[src/sv/hafmp_pkg.sv]
`timescale 1ns / 1ps

package hafmp_pkg;

   // sample format
   localparam int SMP_WIDTH = 16;
   localparam logic [15:0] SMP_MAX = 16'h7FFF;
   localparam logic [15:0] SMP_MIN = 16'h8000;

   // mu-law encoder constants
   localparam logic [16:0] MU_CLIP = 17'd32635;
   localparam logic [14:0] MU_BIAS = 15'h084;

   // coefficient register width, Q0.x unsigned
   localparam int COEFF_WIDTH = 16;

   // frame selection limits
   localparam logic [6:0] DECIM_MAX = 7'd64;

   // queue depths
   localparam int MID_DEPTH = 4;
   localparam int RSP_DEPTH = 4;

   // results that may still be in flight when the engine takes a new frame
   localparam int RSP_RESERVE = 1;

   // register reset values
   localparam logic [15:0] LOWPASS_COEFF_RESET  = 16'd2075;
   localparam logic [15:0] HIGHPASS_COEFF_RESET = 16'd51937;
   localparam logic [6:0]  DECIMATION_RESET     = 7'd12;
   localparam logic [4:0]  CHUNK_PAIRS_RESET    = 5'd31;

   // register map, one word per register
   typedef enum logic [1:0] {
      REG_LOWPASS_COEFF  = 2'd0,
      REG_HIGHPASS_COEFF = 2'd1,
      REG_DECIMATION     = 2'd2,
      REG_CHUNK_PAIRS    = 2'd3
   } reg_index_type;

   typedef struct packed {
      logic [15:0] lowpass_coeff;
      logic [15:0] highpass_coeff;
      logic [6:0]  decimation;
      logic [4:0]  chunk_pairs;
   } cfg_type;

   typedef struct packed {
      logic signed [15:0] front_right_sample;
      logic signed [15:0] rear_left_sample;
      logic signed [15:0] rear_right_sample;
   } req_payload_type;

   typedef struct packed {
      logic [7:0] left_code;
      logic [7:0] right_code;
      logic       chunk_end;
   } rsp_payload_type;

   // classified frame passed from front to back
   typedef struct packed {
      req_payload_type samples;
      logic            keep;
      logic            chunk_end;
   } frame_item_type;

   // which filter a product in flight belongs to
   typedef enum logic [1:0] {
      OP_NONE  = 2'd0,
      OP_HP    = 2'd1,
      OP_LEFT  = 2'd2,
      OP_RIGHT = 2'd3
   } op_kind_type;

   typedef struct packed {
      op_kind_type kind;
      logic        keep;
      logic        chunk_end;
   } op_tag_type;

   // multiplier issue sequencer
   typedef enum logic [1:0] {
      PH_HP    = 2'd0,
      PH_LEFT  = 2'd1,
      PH_RIGHT = 2'd2
   } phase_type;

endpackage

[src/sv/hafmp_fifo.sv]
`timescale 1ns / 1ps

module hafmp_fifo #(
   parameter int WIDTH   = 8,
   parameter int DEPTH   = 4,
   parameter int RESERVE = 0
) (
   input  logic             clock,
   input  logic             reset,
   input  logic             push,
   input  logic [WIDTH-1:0] push_data,
   output logic             full,
   input  logic             pop,
   output logic [WIDTH-1:0] pop_data,
   output logic             empty
);

   localparam int PTR_W = (DEPTH > 1) ? $clog2(DEPTH) : 1;
   localparam int CNT_W = $clog2(DEPTH + 1);
   localparam logic [PTR_W-1:0] PTR_LAST = PTR_W'(DEPTH - 1);
   localparam logic [CNT_W-1:0] CNT_FULL = CNT_W'(DEPTH);
   localparam logic [CNT_W-1:0] CNT_HIGH = CNT_W'(DEPTH - RESERVE);

   logic [WIDTH-1:0] store_ff [DEPTH];
   logic [PTR_W-1:0] wr_ptr_ff, wr_ptr_in;
   logic [PTR_W-1:0] rd_ptr_ff, rd_ptr_in;
   logic [CNT_W-1:0] count_ff, count_in;
   logic             do_push;
   logic             do_pop;

   // full rises while fewer than RESERVE + 1 entries are free; a push still
   // lands while any entry is free, so beats already in flight drain into the reserve
   assign full     = (count_ff >= CNT_HIGH);
   assign empty    = (count_ff == '0);
   assign pop_data = store_ff[rd_ptr_ff];
   assign do_push  = push && (count_ff != CNT_FULL);
   assign do_pop   = pop && !empty;

   // pointer and fill level update
   always_comb begin
      wr_ptr_in = wr_ptr_ff;
      rd_ptr_in = rd_ptr_ff;
      count_in  = count_ff;
      if (do_push) begin
         wr_ptr_in = (wr_ptr_ff == PTR_LAST) ? '0 : wr_ptr_ff + 1'b1;
      end
      if (do_pop) begin
         rd_ptr_in = (rd_ptr_ff == PTR_LAST) ? '0 : rd_ptr_ff + 1'b1;
      end
      if (do_push && !do_pop) begin
         count_in = count_ff + 1'b1;
      end else if (do_pop && !do_push) begin
         count_in = count_ff - 1'b1;
      end
   end

   always_ff @(posedge clock) begin
      if (reset) begin
         wr_ptr_ff <= '0;
         rd_ptr_ff <= '0;
         count_ff  <= '0;
      end else begin
         wr_ptr_ff <= wr_ptr_in;
         rd_ptr_ff <= rd_ptr_in;
         count_ff  <= count_in;
      end
   end

   // storage
   always_ff @(posedge clock) begin
      if (do_push) begin
         store_ff[wr_ptr_ff] <= push_data;
      end
   end

endmodule

[src/sv/hafmp_front.sv]
`timescale 1ns / 1ps

module hafmp_front (
   input  logic                       clock,
   input  logic                       reset,
   input  hafmp_pkg::cfg_type         cfg,
   input  logic                       req_push,
   input  hafmp_pkg::req_payload_type req_payload,
   output logic                       req_full,
   input  logic                       mid_full,
   output logic                       mid_push,
   output hafmp_pkg::frame_item_type  mid_item
);

   import hafmp_pkg::*;

   logic [5:0] decim_phase_ff, decim_phase_in;
   logic [4:0] pair_count_ff, pair_count_in;
   logic [6:0] decim_eff;
   logic [6:0] phase_next;
   logic [4:0] chunk_eff;
   logic [5:0] pair_next;
   logic       keep;
   logic       chunk_done;

   assign req_full = mid_full;
   assign mid_push = req_push && !mid_full;

   // effective limits: zero acts as one, decimation saturates
   always_comb begin
      if (cfg.decimation == '0) begin
         decim_eff = 7'd1;
      end else if (cfg.decimation > DECIM_MAX) begin
         decim_eff = DECIM_MAX;
      end else begin
         decim_eff = cfg.decimation;
      end
      chunk_eff = (cfg.chunk_pairs == '0) ? 5'd1 : cfg.chunk_pairs;
   end

   // frame keep decision and chunk marking
   always_comb begin
      keep       = (decim_phase_ff == '0);
      phase_next = {1'b0, decim_phase_ff} + 7'd1;
      pair_next  = {1'b0, pair_count_ff} + 6'd1;
      chunk_done = (pair_next >= {1'b0, chunk_eff});

      decim_phase_in = decim_phase_ff;
      pair_count_in  = pair_count_ff;
      if (mid_push) begin
         decim_phase_in = (phase_next >= decim_eff) ? '0 : phase_next[5:0];
         if (keep) begin
            pair_count_in = chunk_done ? '0 : pair_next[4:0];
         end
      end

      mid_item.samples   = req_payload;
      mid_item.keep      = keep;
      mid_item.chunk_end = keep && chunk_done;
   end

   always_ff @(posedge clock) begin
      if (reset) begin
         decim_phase_ff <= '0;
         pair_count_ff  <= '0;
      end else begin
         decim_phase_ff <= decim_phase_in;
         pair_count_ff  <= pair_count_in;
      end
   end

endmodule

[src/sv/hafmp_back.sv]
`timescale 1ns / 1ps

module hafmp_back #(
   parameter int COEFF_FRAC_BITS = 16,
   parameter int STATE_FRAC_BITS = 16
) (
   input  logic                       clock,
   input  logic                       reset,
   input  hafmp_pkg::cfg_type         cfg,
   input  logic                       mid_empty,
   input  hafmp_pkg::frame_item_type  mid_item,
   output logic                       mid_pop,
   input  logic                       rsp_room,
   output logic                       rsp_push,
   output hafmp_pkg::rsp_payload_type rsp_item
);

   import hafmp_pkg::*;

   localparam int S     = STATE_FRAC_BITS;
   localparam int ACC_W = SMP_WIDTH + S;
   localparam int OPD_W = ACC_W + 2;
   localparam int PRD_W = OPD_W + COEFF_WIDTH + 1;
   localparam int SUM_W = PRD_W + 1;
   localparam logic signed [SUM_W-1:0] ACC_HI = {{(SUM_W - ACC_W){1'b0}}, SMP_MAX, {S{1'b0}}};
   localparam logic signed [SUM_W-1:0] ACC_LO = {{(SUM_W - ACC_W){1'b1}}, SMP_MIN, {S{1'b0}}};

   // fixed point state to integer, truncating toward zero
   function automatic logic signed [15:0] acc_to_int(input logic signed [ACC_W-1:0] acc);
      logic signed [15:0] whole;
      logic               frac_nz;
      whole   = acc[ACC_W-1:S];
      frac_nz = |acc[S-1:0];
      return whole + 16'(acc[ACC_W-1] && frac_nz);
   endfunction

   // 16 bit saturating add
   function automatic logic signed [15:0] sat_add(input logic signed [15:0] a,
                                                  input logic signed [15:0] b);
      logic [16:0] sum;
      sum = {a[15], a} + {b[15], b};
      if (sum[16] != sum[15]) begin
         return sum[16] ? SMP_MIN : SMP_MAX;
      end
      return sum[15:0];
   endfunction

   // g.711 mu-law compression of one sample
   function automatic logic [7:0] mulaw_encode(input logic signed [15:0] smp);
      logic [16:0] mag;
      logic [14:0] biased;
      logic [7:0]  seg;
      logic [2:0]  expo;
      logic [14:0] shifted;
      mag = smp[15] ? (17'd0 - {smp[15], smp}) : {1'b0, smp};
      if (mag > MU_CLIP) begin
         mag = MU_CLIP;
      end
      biased = mag[14:0] + MU_BIAS;
      seg    = biased[14:7];
      expo   = 3'd0;
      for (int i = 1; i < 8; i++) begin
         if (seg[i]) begin
            expo = 3'(i);
         end
      end
      shifted = biased >> ({1'b0, expo} + 4'd3);
      return ~{smp[15], expo, shifted[3:0]};
   endfunction

   phase_type               phase_ff, phase_in;
   frame_item_type          item_ff;
   logic signed [ACC_W-1:0] hp_acc_ff;
   logic signed [ACC_W-1:0] lpl_acc_ff;
   logic signed [ACC_W-1:0] lpr_acc_ff;
   logic signed [15:0]      last_in_ff;

   logic signed [OPD_W-1:0] opd_ff, opd_in;
   logic [COEFF_WIDTH-1:0]  coef_ff, coef_in;
   op_tag_type              opd_tag_ff, opd_tag_in;
   logic signed [PRD_W-1:0] prd_ff, prd_in;
   op_tag_type              prd_tag_ff;

   logic                    fin_valid_ff;
   logic                    fin_chunk_end_ff;
   logic signed [15:0]      fin_hp_ff;
   logic signed [15:0]      fin_l_ff;

   logic signed [16:0]      hp_diff;
   logic signed [OPD_W-1:0] opd_hp;
   logic signed [OPD_W-1:0] opd_left;
   logic signed [OPD_W-1:0] opd_right;
   logic signed [COEFF_WIDTH:0] coef_s;
   logic signed [PRD_W-1:0] prd_shift;
   logic signed [ACC_W-1:0] wb_base;
   logic signed [SUM_W-1:0] wb_sum;
   logic signed [ACC_W-1:0] wb_acc;
   logic signed [15:0]      r_int;

   // issue sequencer: one multiply per unstalled cycle, three per frame
   always_comb begin
      phase_in = phase_ff;
      mid_pop  = 1'b0;
      unique case (phase_ff)
         PH_HP: begin
            if (!mid_empty && rsp_room) begin
               mid_pop  = 1'b1;
               phase_in = PH_LEFT;
            end
         end
         PH_LEFT:  phase_in = PH_RIGHT;
         PH_RIGHT: phase_in = PH_HP;
         default:  phase_in = PH_HP;
      endcase
   end

   always_ff @(posedge clock) begin
      if (reset) begin
         phase_ff <= PH_HP;
      end else begin
         phase_ff <= phase_in;
      end
   end

   // multiplier operands for each filter
   always_comb begin
      hp_diff   = {mid_item.samples.front_right_sample[15], mid_item.samples.front_right_sample}
                - {last_in_ff[15], last_in_ff};
      opd_hp    = OPD_W'(hp_acc_ff) + (OPD_W'(hp_diff) <<< S);
      opd_left  = (OPD_W'(item_ff.samples.rear_left_sample) <<< S) - OPD_W'(lpl_acc_ff);
      opd_right = (OPD_W'(item_ff.samples.rear_right_sample) <<< S) - OPD_W'(lpr_acc_ff);

      opd_in               = opd_hp;
      coef_in              = cfg.highpass_coeff;
      opd_tag_in.kind      = OP_NONE;
      opd_tag_in.keep      = item_ff.keep;
      opd_tag_in.chunk_end = item_ff.chunk_end;
      unique case (phase_ff)
         PH_HP: begin
            opd_in               = opd_hp;
            coef_in              = cfg.highpass_coeff;
            opd_tag_in.kind      = mid_pop ? OP_HP : OP_NONE;
            opd_tag_in.keep      = mid_item.keep;
            opd_tag_in.chunk_end = mid_item.chunk_end;
         end
         PH_LEFT: begin
            opd_in          = opd_left;
            coef_in         = cfg.lowpass_coeff;
            opd_tag_in.kind = OP_LEFT;
         end
         PH_RIGHT: begin
            opd_in          = opd_right;
            coef_in         = cfg.lowpass_coeff;
            opd_tag_in.kind = OP_RIGHT;
         end
         default: begin
            opd_tag_in.kind = OP_NONE;
         end
      endcase
   end

   // shared multiplier
   assign coef_s = $signed({1'b0, coef_ff});
   assign prd_in = opd_ff * coef_s;

   always_ff @(posedge clock) begin
      opd_ff  <= opd_in;
      coef_ff <= coef_in;
      prd_ff  <= prd_in;
      if (mid_pop) begin
         item_ff <= mid_item;
      end
   end

   always_ff @(posedge clock) begin
      if (reset) begin
         opd_tag_ff.kind      <= OP_NONE;
         opd_tag_ff.keep      <= 1'b0;
         opd_tag_ff.chunk_end <= 1'b0;
         prd_tag_ff.kind      <= OP_NONE;
         prd_tag_ff.keep      <= 1'b0;
         prd_tag_ff.chunk_end <= 1'b0;
      end else begin
         opd_tag_ff <= opd_tag_in;
         prd_tag_ff <= opd_tag_ff;
      end
   end

   // floor shift, accumulate and clamp to the sample range
   always_comb begin
      prd_shift = prd_ff >>> COEFF_FRAC_BITS;
      case (prd_tag_ff.kind)
         OP_LEFT:  wb_base = lpl_acc_ff;
         OP_RIGHT: wb_base = lpr_acc_ff;
         default:  wb_base = '0;
      endcase
      wb_sum = SUM_W'(wb_base) + SUM_W'(prd_shift);
      if (wb_sum > ACC_HI) begin
         wb_acc = ACC_HI[ACC_W-1:0];
      end else if (wb_sum < ACC_LO) begin
         wb_acc = ACC_LO[ACC_W-1:0];
      end else begin
         wb_acc = wb_sum[ACC_W-1:0];
      end
   end

   // filter state write-back
   always_ff @(posedge clock) begin
      if (reset) begin
         hp_acc_ff  <= '0;
         lpl_acc_ff <= '0;
         lpr_acc_ff <= '0;
         last_in_ff <= '0;
      end else begin
         if (mid_pop) begin
            last_in_ff <= mid_item.samples.front_right_sample;
         end
         case (prd_tag_ff.kind)
            OP_HP:    hp_acc_ff  <= wb_acc;
            OP_LEFT:  lpl_acc_ff <= wb_acc;
            OP_RIGHT: lpr_acc_ff <= wb_acc;
            default:  ;
         endcase
      end
   end

   // snapshot of high-pass and left outputs once the right filter lands
   always_ff @(posedge clock) begin
      if (reset) begin
         fin_valid_ff <= 1'b0;
      end else begin
         fin_valid_ff <= (prd_tag_ff.kind == OP_RIGHT) && prd_tag_ff.keep;
      end
   end

   always_ff @(posedge clock) begin
      if (prd_tag_ff.kind == OP_RIGHT) begin
         fin_chunk_end_ff <= prd_tag_ff.chunk_end;
         fin_hp_ff        <= acc_to_int(hp_acc_ff);
         fin_l_ff         <= acc_to_int(lpl_acc_ff);
      end
   end

   // mix and encode
   always_comb begin
      r_int               = acc_to_int(lpr_acc_ff);
      rsp_item.left_code  = mulaw_encode(sat_add(fin_l_ff, fin_hp_ff));
      rsp_item.right_code = mulaw_encode(sat_add(r_int, fin_hp_ff));
      rsp_item.chunk_end  = fin_chunk_end_ff;
   end

   assign rsp_push = fin_valid_ff;

endmodule

[src/sv/haptic_audio_filter_mulaw_packer.sv]
`timescale 1ns / 1ps

// Haptic audio filter bank with mu-law packer.
// Input channel: push a frame of three signed 16 bit samples on req_payload
// while req_full is low. Result channel: while rsp_empty is low, rsp_payload
// holds the oldest result (left and right mu-law bytes plus a chunk end
// flag); pulse rsp_pop to take it. Only kept frames (one in every
// decimation frames) give a result; all frames update the filters.
// The single multiplier runs the high-pass and both low-pass products in
// turn, so the engine takes a new frame only once all three products of
// the last are issued. The front takes a frame every cycle while req_full
// is low, into a 4 entry queue, so bursts are absorbed. Each product is
// registered as operand and product, then written back and snapshotted.
// Reset (synchronous, active high) clears filter states, frame and pair
// counters and both queues, and loads the register defaults.
// When the receiver stalls, results collect in a 4 entry output queue; the
// filter engine holds off new frames when fewer than two entries are free,
// then the input queue fills and req_full rises. Nothing is dropped.
// Registers on the csr_ port: 0x0 low-pass alpha, 0x4 high-pass alpha,
// 0x8 decimation, 0xC chunk pairs; write only while idle.
module haptic_audio_filter_mulaw_packer #(
   parameter int COEFF_FRAC_BITS = 16,
   parameter int STATE_FRAC_BITS = 16
) (
   input  logic                       clock,
   input  logic                       reset,
   input  logic                       req_push,
   input  hafmp_pkg::req_payload_type req_payload,
   output logic                       req_full,
   output logic                       rsp_empty,
   input  logic                       rsp_pop,
   output hafmp_pkg::rsp_payload_type rsp_payload,
   input  logic                       csr_psel,
   input  logic                       csr_penable,
   input  logic                       csr_pwrite,
   input  logic [3:0]                 csr_paddr,
   input  logic [31:0]                csr_pwdata,
   output logic [31:0]                csr_prdata,
   output logic                       csr_pready
);

   import hafmp_pkg::*;

   localparam int MID_W = $bits(frame_item_type);
   localparam int RSP_W = $bits(rsp_payload_type);

   cfg_type         cfg_ff, cfg_in;
   reg_index_type   csr_index;
   logic            csr_write;

   logic            mid_push;
   logic            mid_full;
   logic            mid_pop;
   logic            mid_empty;
   frame_item_type  mid_push_item;
   frame_item_type  mid_pop_item;

   logic            rsp_push;
   logic            rsp_full;
   logic            rsp_room;
   rsp_payload_type rsp_push_item;

   // register file
   assign csr_pready = 1'b1;
   assign csr_index  = reg_index_type'(csr_paddr[3:2]);
   assign csr_write  = csr_psel && csr_penable && csr_pwrite && csr_pready;

   always_comb begin
      cfg_in = cfg_ff;
      if (csr_write) begin
         unique case (csr_index)
            REG_LOWPASS_COEFF:  cfg_in.lowpass_coeff  = csr_pwdata[15:0];
            REG_HIGHPASS_COEFF: cfg_in.highpass_coeff = csr_pwdata[15:0];
            REG_DECIMATION:     cfg_in.decimation     = csr_pwdata[6:0];
            REG_CHUNK_PAIRS:    cfg_in.chunk_pairs    = csr_pwdata[4:0];
            default:            cfg_in = cfg_ff;
         endcase
      end
   end

   always_comb begin
      unique case (csr_index)
         REG_LOWPASS_COEFF:  csr_prdata = {16'd0, cfg_ff.lowpass_coeff};
         REG_HIGHPASS_COEFF: csr_prdata = {16'd0, cfg_ff.highpass_coeff};
         REG_DECIMATION:     csr_prdata = {25'd0, cfg_ff.decimation};
         REG_CHUNK_PAIRS:    csr_prdata = {27'd0, cfg_ff.chunk_pairs};
         default:            csr_prdata = '0;
      endcase
   end

   always_ff @(posedge clock) begin
      if (reset) begin
         cfg_ff.lowpass_coeff  <= LOWPASS_COEFF_RESET;
         cfg_ff.highpass_coeff <= HIGHPASS_COEFF_RESET;
         cfg_ff.decimation     <= DECIMATION_RESET;
         cfg_ff.chunk_pairs    <= CHUNK_PAIRS_RESET;
      end else begin
         cfg_ff <= cfg_in;
      end
   end

   // frame classification
   hafmp_front u_front (
      .clock       (clock),
      .reset       (reset),
      .cfg         (cfg_ff),
      .req_push    (req_push),
      .req_payload (req_payload),
      .req_full    (req_full),
      .mid_full    (mid_full),
      .mid_push    (mid_push),
      .mid_item    (mid_push_item)
   );

   // queue between front and filter engine
   hafmp_fifo #(
      .WIDTH (MID_W),
      .DEPTH (MID_DEPTH)
   ) u_mid_fifo (
      .clock     (clock),
      .reset     (reset),
      .push      (mid_push),
      .push_data (mid_push_item),
      .full      (mid_full),
      .pop       (mid_pop),
      .pop_data  (mid_pop_item),
      .empty     (mid_empty)
   );

   // filter engine and encoder
   assign rsp_room = !rsp_full;

   hafmp_back #(
      .COEFF_FRAC_BITS (COEFF_FRAC_BITS),
      .STATE_FRAC_BITS (STATE_FRAC_BITS)
   ) u_back (
      .clock     (clock),
      .reset     (reset),
      .cfg       (cfg_ff),
      .mid_empty (mid_empty),
      .mid_item  (mid_pop_item),
      .mid_pop   (mid_pop),
      .rsp_room  (rsp_room),
      .rsp_push  (rsp_push),
      .rsp_item  (rsp_push_item)
   );

   // output queue, full rises early so the result in flight always lands
   hafmp_fifo #(
      .WIDTH   (RSP_W),
      .DEPTH   (RSP_DEPTH),
      .RESERVE (RSP_RESERVE)
   ) u_rsp_fifo (
      .clock     (clock),
      .reset     (reset),
      .push      (rsp_push),
      .push_data (rsp_push_item),
      .full      (rsp_full),
      .pop       (rsp_pop),
      .pop_data  (rsp_payload),
      .empty     (rsp_empty)
   );

endmodule
[config.mk]
export PLATFORM = sky130hd
export DESIGN_NAME = haptic_audio_filter_mulaw_packer
export DESIGN_NICKNAME = d
export VERILOG_FILES = /design/src/sv/hafmp_pkg.sv /design/src/sv/hafmp_fifo.sv /design/src/sv/hafmp_front.sv /design/src/sv/hafmp_back.sv /design/src/sv/haptic_audio_filter_mulaw_packer.sv
export SDC_FILE = /design/constraint.sdc
export NUM_CORES = 2
export LEC_CHECK = 0
export ABC_AREA = 1
export BUFFER_PORTS_ARGS = -buffer_cell sky130_fd_sc_hd__buf_2
export CAP_MARGIN = 20
export CELL_PAD_IN_SITES_DETAIL_PLACEMENT = 0
export CELL_PAD_IN_SITES_GLOBAL_PLACEMENT = 2
export CORE_ASPECT_RATIO = 0.6
export CORE_UTILIZATION = 43
export CTS_CLUSTER_DIAMETER = 200
export DETAILED_ROUTE_END_ITERATION = 6
export PLACE_DENSITY = 0.95
export SYNTH_ARGS = -nofsm -noshare
export SYNTH_HDL_FRONTEND = slang
export SYNTH_SLANG_ARGS = --single-unit
[constraint.sdc]
create_clock -name clock -period 11.3 [get_ports clock]
set_input_delay 0.565 -clock clock [delete_from_list [all_inputs] [get_ports clock]]
set_output_delay 0.565 -clock clock [all_outputs]
set_load 0.1 [all_outputs]
==> results.md <==
* Most instantiated cells after synthesis: nand2_1 (1308), inv_1 (1248), fa_1 (522), nor2_1 (450), o21ai_0 (397)
* WL final at 147.9 mm
* Synth Area in Simple Gates at 17.86%
* H-tree depth at 2
* CP arrival at 9.80 ns
* DR DRC count at 0
* TritonRoute pass-1 iters at 6
* Hold EP: u_mid_fifo.store_ff[2][17]
* N_diodes at 0
* Max cap viols at 0
* Highest clock rate at 105.8 MHz
* Outcome: complete, no violations
* Initial Util at 43.60%
* Post-route setup TNS at 0 ns
* Via density per instance at 5.165
* Slew margin rel. at 26.84%
* CP peak stage delay at between 0.3 and 0.4 ns
* R2R Setup Slk at approximately 1.8 ns
* Met3 routed wirelength at between 10 and 15 mm
* Final HPWL DP at 113.7 mm
* Final-report hold violation count at 0
* R2R Path End: u_rsp_fifo.store_ff[2][1]
* Yosys cell types at 70
* Number of synthesized flops with an enable pin at 335
* Layout cells sized above 1 at 5.704%
* Cell taking the most area after synthesis: fa_1
* Post-CTS sizing at 0
* Initial DRC count at between 3000 and 4000
* RR Startpoint: u_back.lpr_acc_ff[0]
* Top-count cell post-synth: nand2_1
* Synth warn at 0
* Initial antenna violation count at 2
* Input/output buffers at 107
* Area Growth Syn to Fin at 7.383%
* Net count, final at 7266
* Tcrit/Tclk final at 83.68%
* Most common cell on crit path: nand2_1
* Vias post-DR at 41311
* Final ANT Viol Nets at 0
* Total track usage at 24.17%
* Top-area cell type share of the netlist area at about a fifth
* Top Metal Used: met4
* Vias in the first global route at 39956
* Post-synth top flop: edfxtp_1
* Final Max Slew Viols at 0
* Die Height at 271.8 um
* Synthesized flop and latch total at 616
* Combinational family with the most area after synthesis: adder cells
* DR WL/cell at roughly 18 um
* Largest net degree at the start of global routing at 73
* Avg Inst Size Synth at roughly 8 um^2
* Max Clock Skew at 0.04858 ns
* Min Tclk post-route at ~9.5 ns
* Crit. End Element: flop
* R2R depth at 59
* Area contributors post-synth: fa_1 (20%), edfxtp_1 (19%), dfxtp_1 (11%)
* FFs w/ async S/R, synth at 0%
* Worst Setup Path Type: flop to flop
* Synth Area in XOR/XNOR at between 2 and 3%
* Setup Viol. Count Final at 0
* Cell row count at 98
* Congestion Overflow GR at 0
* Sequential fraction of the synthesis area at 30.06%
* Sink Count at 616
* Worst Hold Class: primary input to flop
* Routed length on met2 at 56.99 mm
* Share of synthesized area spent on multiplexers at 0%
* Compound-Gate Fraction of Synth Area at 10.67%
* RSZ-0062 raised after global routing: false
* Clock transition at path regs at ~0.070 ns
* Startpoint Class: flop
* Syn Inst Count at 6387
* Min-Delay Startpoint: req_payload[15]
* Hold path cells at 1
* Worst-Margin Slew at 1.097 ns
* Metal-1 WL at 77.29 mm
* Clock root buffer: clkbuf_16
* Chip width at 451.7 um
* Post-Synth Adder-Cell Area at 27.17%
* Io pins at 143
* Global-route wire length before repair at 232.3 mm
* Post-CTS setup buffers at 0
* Clk buf depth at 3
* Synth Cell Area at 0.05218 mm^2
* Die area at about 0.12 mm^2
* Total CTS buffers at 56
* WP data required at 11.65 ns
* Core Footprint at 0.1197 mm^2
* CP max stage cell: ha_1
* # hold bufs at CTS at 0
* TritonCTS clock tree: yes
* Clock Latency Late Sink at 0.66 ns
* Crit Path Max Fanout at 14
* Routability cong. at 0.9319
## critical path, delay by kind of cell, from the launching register on
| kind | cells | cell delay [ns] |
|---|---|---|
| and+or+nand+nor | 37 | 5.19 |
| DFF | 1 | 0.37 |
| buffers and inverters | 10 | 1.02 |
| adders and majority gates | 7 | 1.75 |
| AOI/OAI and AO/OA | 3 | 0.45 |
| xor gates and xnor gates | 2 | 0.36 |
## sequential cells by signal (all words and copies together), names as in the netlist, 32 cells and up, named ones only
name,flops
cfg_ff,44
u_back.hp_acc_ff,32
u_back.item_ff,34
u_back.lpl_acc_ff,32
u_back.lpr_acc_ff,32
u_back.opd_ff,34
u_back.prd_ff,35
u_mid_fifo.store_ff,200
u_rsp_fifo.store_ff,68
## metal layers
layer | GRT usage (%) | vias to the layer above
li1 | - | 19978
met1 | 39.57 | 19970
met2 | 32.98 | 1259
met3 | 4.899 | 104
met4 | 2.640 | 0
met5 | 0 | -
## worst max-delay path by stage
stage	startpoint	endpoint	slack (ns)	cells after the start
floorplan	u_back.lpr_acc_ff[0]	u_rsp_fifo.store_ff[0][3]	3.87	63
global placement	u_back.lpr_acc_ff[0]	u_rsp_fifo.store_ff[1][3]	2.00	58
detailed placement	u_back.lpr_acc_ff[0]	u_rsp_fifo.store_ff[1][3]	2.04	58
CTS	u_back.lpr_acc_ff[0]	u_rsp_fifo.store_ff[2][1]	2.00	58
global route	u_back.lpr_acc_ff[0]	u_rsp_fifo.store_ff[3][2]	0.83	58
finish	u_back.lpr_acc_ff[0]	u_rsp_fifo.store_ff[2][1]	1.84	59
## kinds of logic after synthesis
family,Yosys count
AOI/OAI and AO/OA,1003
DFF,616
xor gates and xnor gates,169
adders and majority gates,820
and+or+nand+nor,2229
buffers and inverters,1548
other,2
## placed cells by master (no fill, tap or decap), drive strengths merged, types with 11 or more instances in the layout
| cell type | n |
|---|---|
| a211oi | 16 |
| a21oi | 349 |
| a31oi | 23 |
| and2 | 12 |
| buf | 178 |
| clkbuf | 74 |
| clkinv | 23 |
| conb | 17 |
| dfxtp | 281 |
| edfxtp | 335 |
| fa | 522 |
| ha | 298 |
| inv | 1264 |
| nand2 | 1337 |
| nand3 | 297 |
| nand3b | 11 |
| nand4 | 37 |
| nor2 | 464 |
| nor3 | 39 |
| o211ai | 22 |
| o21a | 14 |
| o21ai | 411 |
| o21bai | 23 |
| o22ai | 91 |
| o31ai | 12 |
| or2 | 14 |
| xnor2 | 52 |
| xor2 | 117 |
## area by class of cell
type | count | area, um^2
clock buffer | 74 | 1560
clock inverter | 28 | 259.0
fill | 11736 | 63640
inverter | 1265 | 4752
multi-input combinational | 4238 | 30690
sequential | 616 | 15690
tap | 1600 | 2002
timing repair buffer | 178 | 1089
## stage by stage
stage               setup slack (ns)  area, um^2  util (%)  hold WS (ns)  std cells
floorplan                      3.873       52240         -        0.3855       6402
global placement               2.000       54190     45.28        0.3912       7896
finish                         1.845       56030     46.82        0.1256       7999
global route                  0.8297       56030     46.82        0.1033       7999
CTS                            1.997       56030     46.82       0.08458       7999
detailed placement             2.043       54210     45.30        0.3917       7897
Power is not shown: default switching activity piles up to over one toggle a cycle in this logic, so the estimate is an artifact.
